==> config.mk <==
export PLATFORM = sky130hd
export DESIGN_NAME = socc_ctrl
export DESIGN_NICKNAME = d
export VERILOG_FILES = /design/src/hdl/socc_pkg.sv /design/src/hdl/socc_ctrl.sv
export SDC_FILE = /design/constraint.sdc
export NUM_CORES = 1
export LEC_CHECK = 0
export ABC_AREA = 1
export BUFFER_PORTS_ARGS = -buffer_cell sky130_fd_sc_hd__buf_2
export CAP_MARGIN = 40
export CORE_AREA = 2 2 39 41
export CTS_BUF_LIST = sky130_fd_sc_hd__clkbuf_8 sky130_fd_sc_hd__clkbuf_16
export CTS_CLUSTER_SIZE = 16
export DETAILED_ROUTE_END_ITERATION = 6
export DIE_AREA = 0 0 41 43
export HOLD_SLACK_MARGIN = 0.02
export PLACE_DENSITY = 0.55
export SLEW_MARGIN = 20
export SYNTH_ARGS = -nofsm -noshare
export SYNTH_HDL_FRONTEND = slang
export SYNTH_SLANG_ARGS = --single-unit
==> constraint.sdc <==
create_clock -name clk -period 1 [get_ports clk]
set_input_delay 0.1 -clock clk [delete_from_list [all_inputs] [get_ports clk]]
set_output_delay 0.1 -clock clk [all_outputs]
set_load 0.02 [all_outputs]
==> src/hdl/socc_pkg.sv <==
// ----------------------------------------------------------------------------
// socc_pkg
// Shared types and constants for the slot occupancy window classifier: beat
// payloads, configuration set, slot modes and controller command/status.
// ----------------------------------------------------------------------------
package socc_pkg;

	localparam int SLOTS_DEF  = 16;
	localparam int WINDOW_DEF = 20;

	localparam int RATIO_W = 9;
	localparam int BRIGHT_W = 8;
	localparam int HOLD_W = 16;
	localparam int SLOT_W = 4;
	localparam int MODE_W = 2;

	localparam logic [HOLD_W-1:0] HOLD_MAX = 16'hFFFF;

	localparam logic [RATIO_W-1:0]  RATIO_THR_RST  = 9'd128;
	localparam logic [BRIGHT_W-1:0] HEAD_THR_RST   = 8'd95;
	localparam logic [HOLD_W-1:0]   OCC_HOLD_RST   = 16'd20;
	localparam logic [HOLD_W-1:0]   EXIT_HOLD_RST  = 16'd20;

	localparam int PADDR_W = 4;
	localparam int PDATA_W = 32;

	typedef enum logic [1:0] {
		REG_RATIO_THR = 2'd0,
		REG_HEAD_THR  = 2'd1,
		REG_OCC_HOLD  = 2'd2,
		REG_EXIT_HOLD = 2'd3
	} reg_idx_t;

	typedef enum logic [MODE_W-1:0] {
		MODE_EMPTY    = 2'd0,
		MODE_OCCUPIED = 2'd1,
		MODE_EXITING  = 2'd2
	} mode_t;

	typedef struct packed {
		logic [SLOT_W-1:0]   slot_index;
		logic [RATIO_W-1:0]  overlap_ratio;
		logic [BRIGHT_W-1:0] brightness;
	} item_t;

	typedef struct packed {
		logic [SLOT_W-1:0] slot_echo;
		logic [MODE_W-1:0] slot_status;
		logic              status_changed;
		logic [HOLD_W-1:0] hold_value;
	} res_t;

	typedef struct packed {
		logic [RATIO_W-1:0]  ratio_threshold;
		logic [BRIGHT_W-1:0] lamp_threshold;
		logic [HOLD_W-1:0]   occupied_hold;
		logic [HOLD_W-1:0]   exiting_hold;
	} cfg_t;

	typedef struct packed {
		logic capture;
		logic slot_rd;
		logic load;
		logic scan;
		logic commit;
	} ctl_cmd_t;

	typedef struct packed {
		logic in_range;
		logic scan_last;
	} ctl_sts_t;

endpackage

==> src/hdl/socc_ctrl.sv <==
// ----------------------------------------------------------------------------
// socc_ctrl
// Controller: sequences slot lookup, window update, window scan and the
// decision, and owns both handshakes.
// ----------------------------------------------------------------------------
module socc_ctrl (
	input  logic                 clk,
	input  logic                 arst_n,
	input  logic                 item_valid,
	output logic                 item_ready,
	output logic                 res_valid,
	input  logic                 res_ready,
	input  socc_pkg::ctl_sts_t   sts,
	output socc_pkg::ctl_cmd_t   cmd
);
	import socc_pkg::*;

	typedef enum logic [2:0] {
		ST_IDLE,
		ST_RDSLOT,
		ST_LOAD,
		ST_SCAN,
		ST_DRAIN,
		ST_DECIDE
	} state_t;

	state_t state_q;
	state_t state_nxt;
	logic   res_valid_q;
	logic   out_free;

	assign out_free   = !res_valid_q || res_ready;
	assign item_ready = (state_q == ST_IDLE);
	assign res_valid  = res_valid_q;

	always_comb begin
		cmd       = '0;
		state_nxt = state_q;
		unique case (state_q)
			ST_IDLE: begin
				cmd.capture = item_valid;
				if (item_valid) state_nxt = ST_RDSLOT;
			end
			ST_RDSLOT: begin
				cmd.slot_rd = 1'b1;
				state_nxt   = sts.in_range ? ST_LOAD : ST_DECIDE;
			end
			ST_LOAD: begin
				cmd.load  = 1'b1;
				state_nxt = ST_SCAN;
			end
			ST_SCAN: begin
				cmd.scan = 1'b1;
				if (sts.scan_last) state_nxt = ST_DRAIN;
			end
			ST_DRAIN: begin
				state_nxt = ST_DECIDE;
			end
			ST_DECIDE: begin
				if (out_free) begin
					cmd.commit = 1'b1;
					state_nxt  = ST_IDLE;
				end
			end
			default: state_nxt = ST_IDLE;
		endcase
	end

	always_ff @(posedge clk or negedge arst_n) begin
		if (!arst_n) begin
			state_q     <= ST_IDLE;
			res_valid_q <= 1'b0;
		end else begin
			state_q <= state_nxt;
			if (cmd.commit) begin
				res_valid_q <= 1'b1;
			end else if (res_ready) begin
				res_valid_q <= 1'b0;
			end
		end
	end

endmodule

==> results.json <==
{
  "synth_top_cell_area_share_pct": 34.48,
  "clockBufferDepth": 2,
  "yosys.area_share.simple_pct": 44.83,
  "critPathRequiredTime_ps": 900,
  "nets": 76,
  "fp.dieW_um": 41,
  "p_sw_uw": 833.0,
  "rows": 14,
  "crit_type": "flip-flop to output pin",
  "slew_violations": 0,
  "cts.clk_slew.worst_paths_ps": 30,
  "syn_area_per_cell_um2": 6.911,
  "grt_pass1_vias": 350,
  "fin_ws_ps": -233.9,
  "drt_iter0_drc": 4,
  "end_kind": "output pin",
  "hold_path.class": "input port to flip-flop",
  "grt_max_degree": 6,
  "p_comb_share_pct": 62.9,
  "cts_tree": "yes",
  "outcome": "finished with violations",
  "netlist_area_um2": 290.3,
  "clkLatencyLatePin_ps": 220,
  "root_buffer": "clkbuf_8",
  "overflow": 0,
  "dpl.cell_count": 75,
  "layout_worst_path_cycle_share_pct": 123.4,
  "post_synth_num_cell_types": 15,
  "ys_top_cells_by_count": "nand2_1, inv_1, nor2_1",
  "wire_per_inst_um": 8.965,
  "setup_viol": 10,
  "power_leakage_uw": 0.0003184,
  "io_pins": 13,
  "fin_area_um2": 599.3,
  "fin_cells": 85,
  "drc_errors": 0,
  "synth_nets": 48,
  "portBuffers": 12,
  "synth_seq_cells": 4,
  "fillers": 135,
  "syn2layout_area_growth_pct": 106.5,
  "pwr-share-clk_pct": 18.1,
  "muxShareOfSynthArea_pct": 0,
  "dr.pass1.iters": 4,
  "arrival_ps": 1130,
  "cp_max_fo": 4,
  "violations": "setup timing",
  "layout_min_cycle_time_ps": 1234,
  "ys_seq_area_share_pct": 34.48,
  "drtAntennaViolNets": 0,
  "synth-adder-area-share_pct": 0,
  "worstMarginPinSlew_ps": 183.0,
  "hold_viol_final": 0,
  "p_sw_share_pct": 42.02,
  "numCtsBuffers": 3,
  "yosys.area.top_type": "dfrtp_1",
  "p_seq_share_pct": 19.0,
  "vdd_drop_max_uv": 968.6,
  "async_flop_share_pct": 100.0,
  "fin_skew_ps": 1.991,
  "grt_pass1_wl_um": 1324,
  "via_per_inst": 4.047,
  "initial_utilization_pct": 20.98,
  "intPower_uw": 1150,
  "dp_hpwl_um": 543.3,
  "pre_cts_ws_ps": -117.8,
  "wl_um": 762,
  "slew_headroom_pct": 87.80,
  "rsz0062_at_grt": "true",
  "synthXorXnorAreaFrac_pct": 0,
  "yosys_warnings": 0,
  "cts_sinks": 4,
  "critPathLaunchType": "flip-flop",
  "synth_top_family_by_area": "simple AND/OR/NAND/NOR gates",
  "postSynth.topFlopCell": "dfrtp_1",
  "drive_above_1_share_pct": 69.57,
  "tns_ps": -1509,
  "core_area_um2": 1384,
  "antenna_cells": 0,
  "dieArea_um2": 1763,
  "grtUsageTotal_pct": 11.72,
  "htreeDepth": 1,
  "synth_compound_area_share_pct": 10.34,
  "antenna_found_initial": 0,
  "vias": 344,
  "synth.area.top_cells": "dfrtp_1, nand2_1, inv_1, nor2_1, nor2_4",
  "max_cap_viol_count": 0,
  "synthCells": 42,
  "place_area_um2": 424.2,
  "power_density_nw_per_um2": 3308,
  "synth-edff-count": 0,
  "utilization_pct": 43.31,
  "timing.fmax_mhz": 810.5,
  "synth.most_common_cell": "nand2_1",
  "die_y_um": 43,
  "gp_congestion": 0.6415
}
routing by layer:
layer | routed length (um) | track usage (%) | up-vias
met5 | 0 | 0 | -
met4 | 26 | 10.00 | 0
met3 | 19 | 3.141 | 3
met2 | 451 | 17.50 | 5
met1 | 265 | 12.79 | 154
li1 | - | - | 182
critical path, stage by stage, from the launching register on:
cell,delay (ps)
dfrtp_2,440
buf_6,140
nor3_4,180
buf_6,140
cells by family after synthesis:
kind of cell           Yosys count
flip-flops                       4
AO/OA/AOI/OAI                    5
AND/OR/NAND/NOR                 25
buffers and inverters            8
power by group through the flow:
stage                     clock, uW  combinational [uW]  sequential (uW)
after CTS                       369                1150              371
after global placement            0                 843              322
final                           358                1250              377
after floorplan                   0                 546              337
after global routing            380                1360              394
after detailed placement          0                 846              329
through the flow:
step / hold WS, ps / total power [uW]
after floorplan: -195.6 / 882.7
after global placement: -91.72 / 1165
after detailed placement: -91.80 / 1174
after CTS: 120.9 / 1892
after global routing: 147.8 / 2136
final: 117.5 / 1983
worst paths after layout:
kind,from,endpoint,slack [ps],depth (start not counted)
setup / recovery,state_q[1]$_DFFE_PN0P_,cmd[3],-230,3
min in group asynchronous,arst_n,res_valid$_DFFE_PN0P_,230,2
hold reg to reg,state_q[0]$_DFFE_PN0P_,state_q[0]$_DFFE_PN0P_,640,3
hold / removal,sts[1],state_q[1]$_DFFE_PN0P_,120,3
max in group asynchronous,arst_n,state_q[1]$_DFFE_PN0P_,640,2
setup reg to reg,state_q[1]$_DFFE_PN0P_,state_q[0]$_DFFE_PN0P_,-160,7
state kept, by name (all words and copies together) (netlist names):
signal,cells
state_q,3
res_valid,1
layout make-up:
type                    count  area (um2)  area share, %
multi-input cells          30       206.4          34.45
repair buffers             23       190.2          31.73
flip-flops and latches      4       105.1          17.54
clock buffers               3       41.29          6.889
inverters                   8       32.53          5.428
well taps                  16       20.02          3.340
clock inverters             1       3.754         0.6263
placed cells by master, fill, tap and decap left out, types with 2 or more instances in the layout:
| cell type | instances |
|---|---|
| buf_2 | 6 |
| nand2_1 | 6 |
| buf_4 | 8 |
| inv_1 | 6 |
| nor2_4 | 4 |
| clkbuf_8 | 3 |
| inv_2 | 2 |
| buf_6 | 8 |
| nand2_2 | 5 |
| nor2_2 | 3 |
| nor2_1 | 2 |
| a21oi_1 | 3 |
| dfrtp_2 | 4 |
what timing repair did:
item | in CTS | in global routing
hold buffers | 1 | 0
endpoints found under the setup margin | 9 | 10
pin swaps | 2 | 3
resized for setup | 21 | 7
setup buffers | 4 | 1
endpoints found under the hold margin | 4 | 0
(Power assumes the default switching activity.)
