**config.mk**
```make
export PLATFORM = sky130hd
export DESIGN_NAME = socc_regs
export DESIGN_NICKNAME = d
export VERILOG_FILES = /design/src/hdl/socc_pkg.sv /design/src/hdl/socc_regs.sv
export SDC_FILE = /design/constraint.sdc
export NUM_CORES = 1
export LEC_CHECK = 0
export ABC_AREA = 1
export ABC_CLOCK_PERIOD_IN_PS = 1400
export BUFFER_PORTS_ARGS = -buffer_cell sky130_fd_sc_hd__buf_2
export CORE_ASPECT_RATIO = 1.25
export CORE_MARGIN = 2
export CORE_UTILIZATION = 49
export CTS_CLUSTER_SIZE = 40
export DETAILED_ROUTE_END_ITERATION = 8
export GPL_ROUTABILITY_DRIVEN = 0
export PLACE_DENSITY = 0.95
export SYNTH_ARGS = -nofsm -noshare
export SYNTH_HDL_FRONTEND = slang
export SYNTH_SLANG_ARGS = --single-unit
```
**constraint.sdc**
```tcl
create_clock -name clk -period 1.4 [get_ports clk]
set_input_delay 0 -clock clk [delete_from_list [all_inputs] [get_ports clk]]
set_output_delay 0 -clock clk [all_outputs]
set_load 0.01 [all_outputs]
```
**src/hdl/socc_pkg.sv**
```systemverilog
// ----------------------------------------------------------------------------
// socc_pkg
// Shared types and constants for the slot occupancy window classifier: beat
// payloads, configuration set, slot modes and controller command/status.
// ----------------------------------------------------------------------------
package socc_pkg;

	localparam int SLOTS_DEF  = 16;
	localparam int WINDOW_DEF = 20;

	localparam int RATIO_W = 9;
	localparam int BRIGHT_W = 8;
	localparam int HOLD_W = 16;
	localparam int SLOT_W = 4;
	localparam int MODE_W = 2;

	localparam logic [HOLD_W-1:0] HOLD_MAX = 16'hFFFF;

	localparam logic [RATIO_W-1:0]  RATIO_THR_RST  = 9'd128;
	localparam logic [BRIGHT_W-1:0] HEAD_THR_RST   = 8'd95;
	localparam logic [HOLD_W-1:0]   OCC_HOLD_RST   = 16'd20;
	localparam logic [HOLD_W-1:0]   EXIT_HOLD_RST  = 16'd20;

	localparam int PADDR_W = 4;
	localparam int PDATA_W = 32;

	typedef enum logic [1:0] {
		REG_RATIO_THR = 2'd0,
		REG_HEAD_THR  = 2'd1,
		REG_OCC_HOLD  = 2'd2,
		REG_EXIT_HOLD = 2'd3
	} reg_idx_t;

	typedef enum logic [MODE_W-1:0] {
		MODE_EMPTY    = 2'd0,
		MODE_OCCUPIED = 2'd1,
		MODE_EXITING  = 2'd2
	} mode_t;

	typedef struct packed {
		logic [SLOT_W-1:0]   slot_index;
		logic [RATIO_W-1:0]  overlap_ratio;
		logic [BRIGHT_W-1:0] brightness;
	} item_t;

	typedef struct packed {
		logic [SLOT_W-1:0] slot_echo;
		logic [MODE_W-1:0] slot_status;
		logic              status_changed;
		logic [HOLD_W-1:0] hold_value;
	} res_t;

	typedef struct packed {
		logic [RATIO_W-1:0]  ratio_threshold;
		logic [BRIGHT_W-1:0] lamp_threshold;
		logic [HOLD_W-1:0]   occupied_hold;
		logic [HOLD_W-1:0]   exiting_hold;
	} cfg_t;

	typedef struct packed {
		logic capture;
		logic slot_rd;
		logic load;
		logic scan;
		logic commit;
	} ctl_cmd_t;

	typedef struct packed {
		logic in_range;
		logic scan_last;
	} ctl_sts_t;

endpackage

```
**src/hdl/socc_regs.sv**
```systemverilog
// ----------------------------------------------------------------------------
// socc_regs
// APB-style configuration registers: thresholds and hold limits.
// ----------------------------------------------------------------------------
module socc_regs (
	input  logic                         clk,
	input  logic                         arst_n,
	input  logic                         psel,
	input  logic                         penable,
	input  logic                         pwrite,
	input  logic [socc_pkg::PADDR_W-1:0] paddr,
	input  logic [socc_pkg::PDATA_W-1:0] pwdata,
	output logic [socc_pkg::PDATA_W-1:0] prdata,
	output logic                         pready,
	output socc_pkg::cfg_t               cfg
);
	import socc_pkg::*;

	cfg_t     cfg_q;
	reg_idx_t idx;
	logic     wr_en;

	assign idx    = reg_idx_t'(paddr[3:2]);
	assign wr_en  = psel & penable & pwrite;
	assign pready = 1'b1;
	assign cfg    = cfg_q;

	always_ff @(posedge clk or negedge arst_n) begin
		if (!arst_n) begin
			cfg_q.ratio_threshold <= RATIO_THR_RST;
			cfg_q.lamp_threshold  <= HEAD_THR_RST;
			cfg_q.occupied_hold   <= OCC_HOLD_RST;
			cfg_q.exiting_hold    <= EXIT_HOLD_RST;
		end else if (wr_en) begin
			unique case (idx)
				REG_RATIO_THR: cfg_q.ratio_threshold <= pwdata[RATIO_W-1:0];
				REG_HEAD_THR:  cfg_q.lamp_threshold  <= pwdata[BRIGHT_W-1:0];
				REG_OCC_HOLD:  cfg_q.occupied_hold   <= pwdata[HOLD_W-1:0];
				REG_EXIT_HOLD: cfg_q.exiting_hold    <= pwdata[HOLD_W-1:0];
				default: ;
			endcase
		end
	end

	always_comb begin
		prdata = '0;
		unique case (idx)
			REG_RATIO_THR: prdata = PDATA_W'(cfg_q.ratio_threshold);
			REG_HEAD_THR:  prdata = PDATA_W'(cfg_q.lamp_threshold);
			REG_OCC_HOLD:  prdata = PDATA_W'(cfg_q.occupied_hold);
			REG_EXIT_HOLD: prdata = PDATA_W'(cfg_q.exiting_hold);
			default:       prdata = '0;
		endcase
	end

endmodule

```
==> impl_metrics.env <==
export IMPL_slew_violations=0
export IMPL_numCtsBuffers=5
export IMPL_place_port_buffers=87
export IMPL_grt_pass1_wl_mm=11.0
export IMPL_r2r_cells=2
export IMPL_core_area_mm2=0.00476
export IMPL_cap_violations=0
export IMPL_die_w_um=67.3
export IMPL_final_hold_viol_count=0
export IMPL_clk_latency_ns=0.29
export IMPL_rows=28
export IMPL_grt_pass1_vias=2340
export IMPL_synth_area_top_cells="dfrtp_1 (39%), nand2_1 (28%), dfstp_2 (12%)"
export IMPL_yosys_area_top_type="dfrtp_1"
export IMPL_yosysTopAreaCellShare=0.388
export IMPL_ant_nets=0
export IMPL_startpoint_type="register"
export IMPL_start_util=0.515
export IMPL_diodes=0
export IMPL_internal_power_w=0.00258
export IMPL_max_freq_mhz=852
export IMPL_ys_ff_latch=49
export IMPL_period_minus_slack_ns=1.17
export IMPL_min_from="paddr[2]"
export IMPL_cts_tree="built"
export IMPL_post_route_period_util=0.838
export IMPL_area_growth_pct=27.4
export IMPL_finalSetupViolations=0
export IMPL_p_sw_frac=0.349
export IMPL_wl_mm=6.82
export IMPL_io_pins=123
export IMPL_skew_ns=0
export IMPL_drive_gt1_frac=0.303
export IMPL_critPathArrivalTime_ns=1.17
export IMPL_grt_total_usage=0.258
export IMPL_hold_end="cfg[4]"
export IMPL_slowest_delay_ns=0.56
export IMPL_setup_ws_ns=0.226
export IMPL_ys_warn_count=0
export IMPL_antenna_found_initial=0
export IMPL_clock_tree_root_cell="clkbuf_8"
export IMPL_fin_hold_ws_ns=0.188
export IMPL_nets=456
export IMPL_postSynthAreaPerCell_um2=7.91
export IMPL_r2r_end="cfg[47]"
export IMPL_grt_max_degree=50
export IMPL_critPathRequiredTime_ns=1.40
export IMPL_routedWlPerCell_um=14.3
export IMPL_r2r_start="cfg[47]"
export IMPL_p_per_area_mw_per_mm2=1270
export IMPL_seqPwrFrac=0.502
export IMPL_synthCells=310
export IMPL_drt_initial_drc_count=142
export IMPL_outcome="complete, no violations"
export IMPL_p_comb_frac=0.289
export IMPL_largest_register_ffs=49
export IMPL_dp_slack_ns=0.227
export IMPL_critPathKind="reg2out"
export IMPL_ys_seq_area_frac=0.506
export IMPL_viasPerCell=5.11
export IMPL_clock_path_buffers=2
export IMPL_crit_path_end_kind="output port"
export IMPL_p_sw_w=0.00138
export IMPL_rrSetupSlack_ns=0.66
export IMPL_path_cells="nand3_1, nand4_1, buf_2"
export IMPL_dieArea_mm2=0.00559
export IMPL_die_h_um=83.1
export IMPL_drcViolationCount=0
export IMPL_slowest_stage="dfstp_2"
export IMPL_worstPathMaxFanout=3
export IMPL_hpwl_mm=4.52
export IMPL_grt_remaining_overflow=0
export IMPL_rsz0062_at_grt="no"
export IMPL_finalSetupTns_ns=0
export IMPL_dr_pass1_iters=5
export IMPL_htreeDepth=2
export IMPL_ys_types=17
export IMPL_hold_depth=5
export IMPL_p_leak_nw=1.82
export IMPL_clkPwrFrac=0.208
export IMPL_syn_area_mm2=0.00245
export IMPL_hp_class="in2reg"
export IMPL_routed_via_count=2430
export IMPL_clk_pin_slew_ns=0.09
export IMPL_cts_sinks=49
export IMPL_max_vdd_ir_drop_uv=932
## through the flow
step / utilization / power (W) / instances / area [um2]
6_report: 0.656 / 0.00396 / 476 / 3120
5_1_grt: 0.656 / 0.00421 / 476 / 3120
4_1_cts: 0.656 / 0.00397 / 476 / 3120
3_5_place_dp: 0.601 / 0.00311 / 451 / 2860
3_3_place_gp: 0.601 / 0.00307 / 451 / 2860
2_1_floorplan: - / 0.00259 / 325 / 2510
## critical path, delay by kind of cell, from the launching register on
kind          cells  cell delay [ns]
flops             1             0.56
simple gates      2             0.17
buf+inv           1             0.14
## cell usage after synthesis, drive strengths merged
library cell,instances
nand4,8
nor2,6
nand3,26
dfstp,11
nand2,188
conb,2
inv,6
dfrtp,38
buf,25
## per-layer routing
layer | global-route usage | vias to the layer above | routed length [um]
li1 | - | 1145 | -
met1 | 0.288 | 1143 | 2500
met2 | 0.472 | 132 | 3640
met3 | 0.0772 | 10 | 614
met4 | 0.0538 | 0 | 70
met5 | 0 | - | 0
## cells by family after synthesis
| logic type | share of synthesized area |
|---|---|
| buffers and inverters | 0.0898 |
| AND/OR/NAND/NOR | 0.402 |
| other | 0.00306 |
| flip-flops | 0.506 |
## cells in the final DEF (no fill, tap or decap)
master / count
inv_6: 1
nand2_1: 183
inv_2: 4
conb_1: 17
clkinvlp_4: 1
nand3_2: 1
dfstp_2: 11
buf_2: 87
buf_12: 1
clkbuf_8: 5
clkinv_2: 1
nor2_2: 2
dlygate4sd3_1: 17
dfrtp_1: 38
nand2_4: 3
nand4_1: 8
buf_4: 3
inv_1: 2
nand3_1: 25
nand2_2: 2
nor2_4: 3
nor2_8: 1
## worst max path at each step
stage | slack [ns] | startpoint | endpoint | depth (start not counted)
2_1_floorplan | 0.62 | paddr[2] | cfg[21] | 7
3_3_place_gp | 0.28 | paddr[2] | cfg[23] | 6
3_5_place_dp | 0.23 | paddr[2] | cfg[29] | 7
4_1_cts | 0.22 | cfg[2] | prdata[2] | 3
5_1_grt | 0.13 | cfg[2] | prdata[2] | 3
6_report | 0.23 | cfg[2] | prdata[2] | 3
## what timing repair did
item / 4_1_cts / 5_1_grt
gates resized for setup: 0 / 0
hold buffers: 17 / 0
endpoints found under the hold margin: 98 / 0
setup buffers: 0 / 0
## power groups by stage
stage                     clock, W  sequential [W]  combinational [W]
after floorplan                  0         0.00212           0.000467
after global placement           0         0.00199            0.00108
after detailed placement         0         0.00200            0.00111
after CTS                 0.000840         0.00198            0.00115
after global routing      0.000913         0.00203            0.00127
final                     0.000826         0.00199            0.00115
## area by class of cell
type / count / area [um2]
multi-input cells: 245 / 1050
clock buffers: 5 / 68.8
clock inverters: 3 / 21.3
repair buffers: 108 / 648
well taps: 60 / 75.1
flip-flops and latches: 49 / 1240
inverters: 6 / 22.5
fillers: 400 / 1640
No activity file was read; power rests on OpenSTA's default activity.
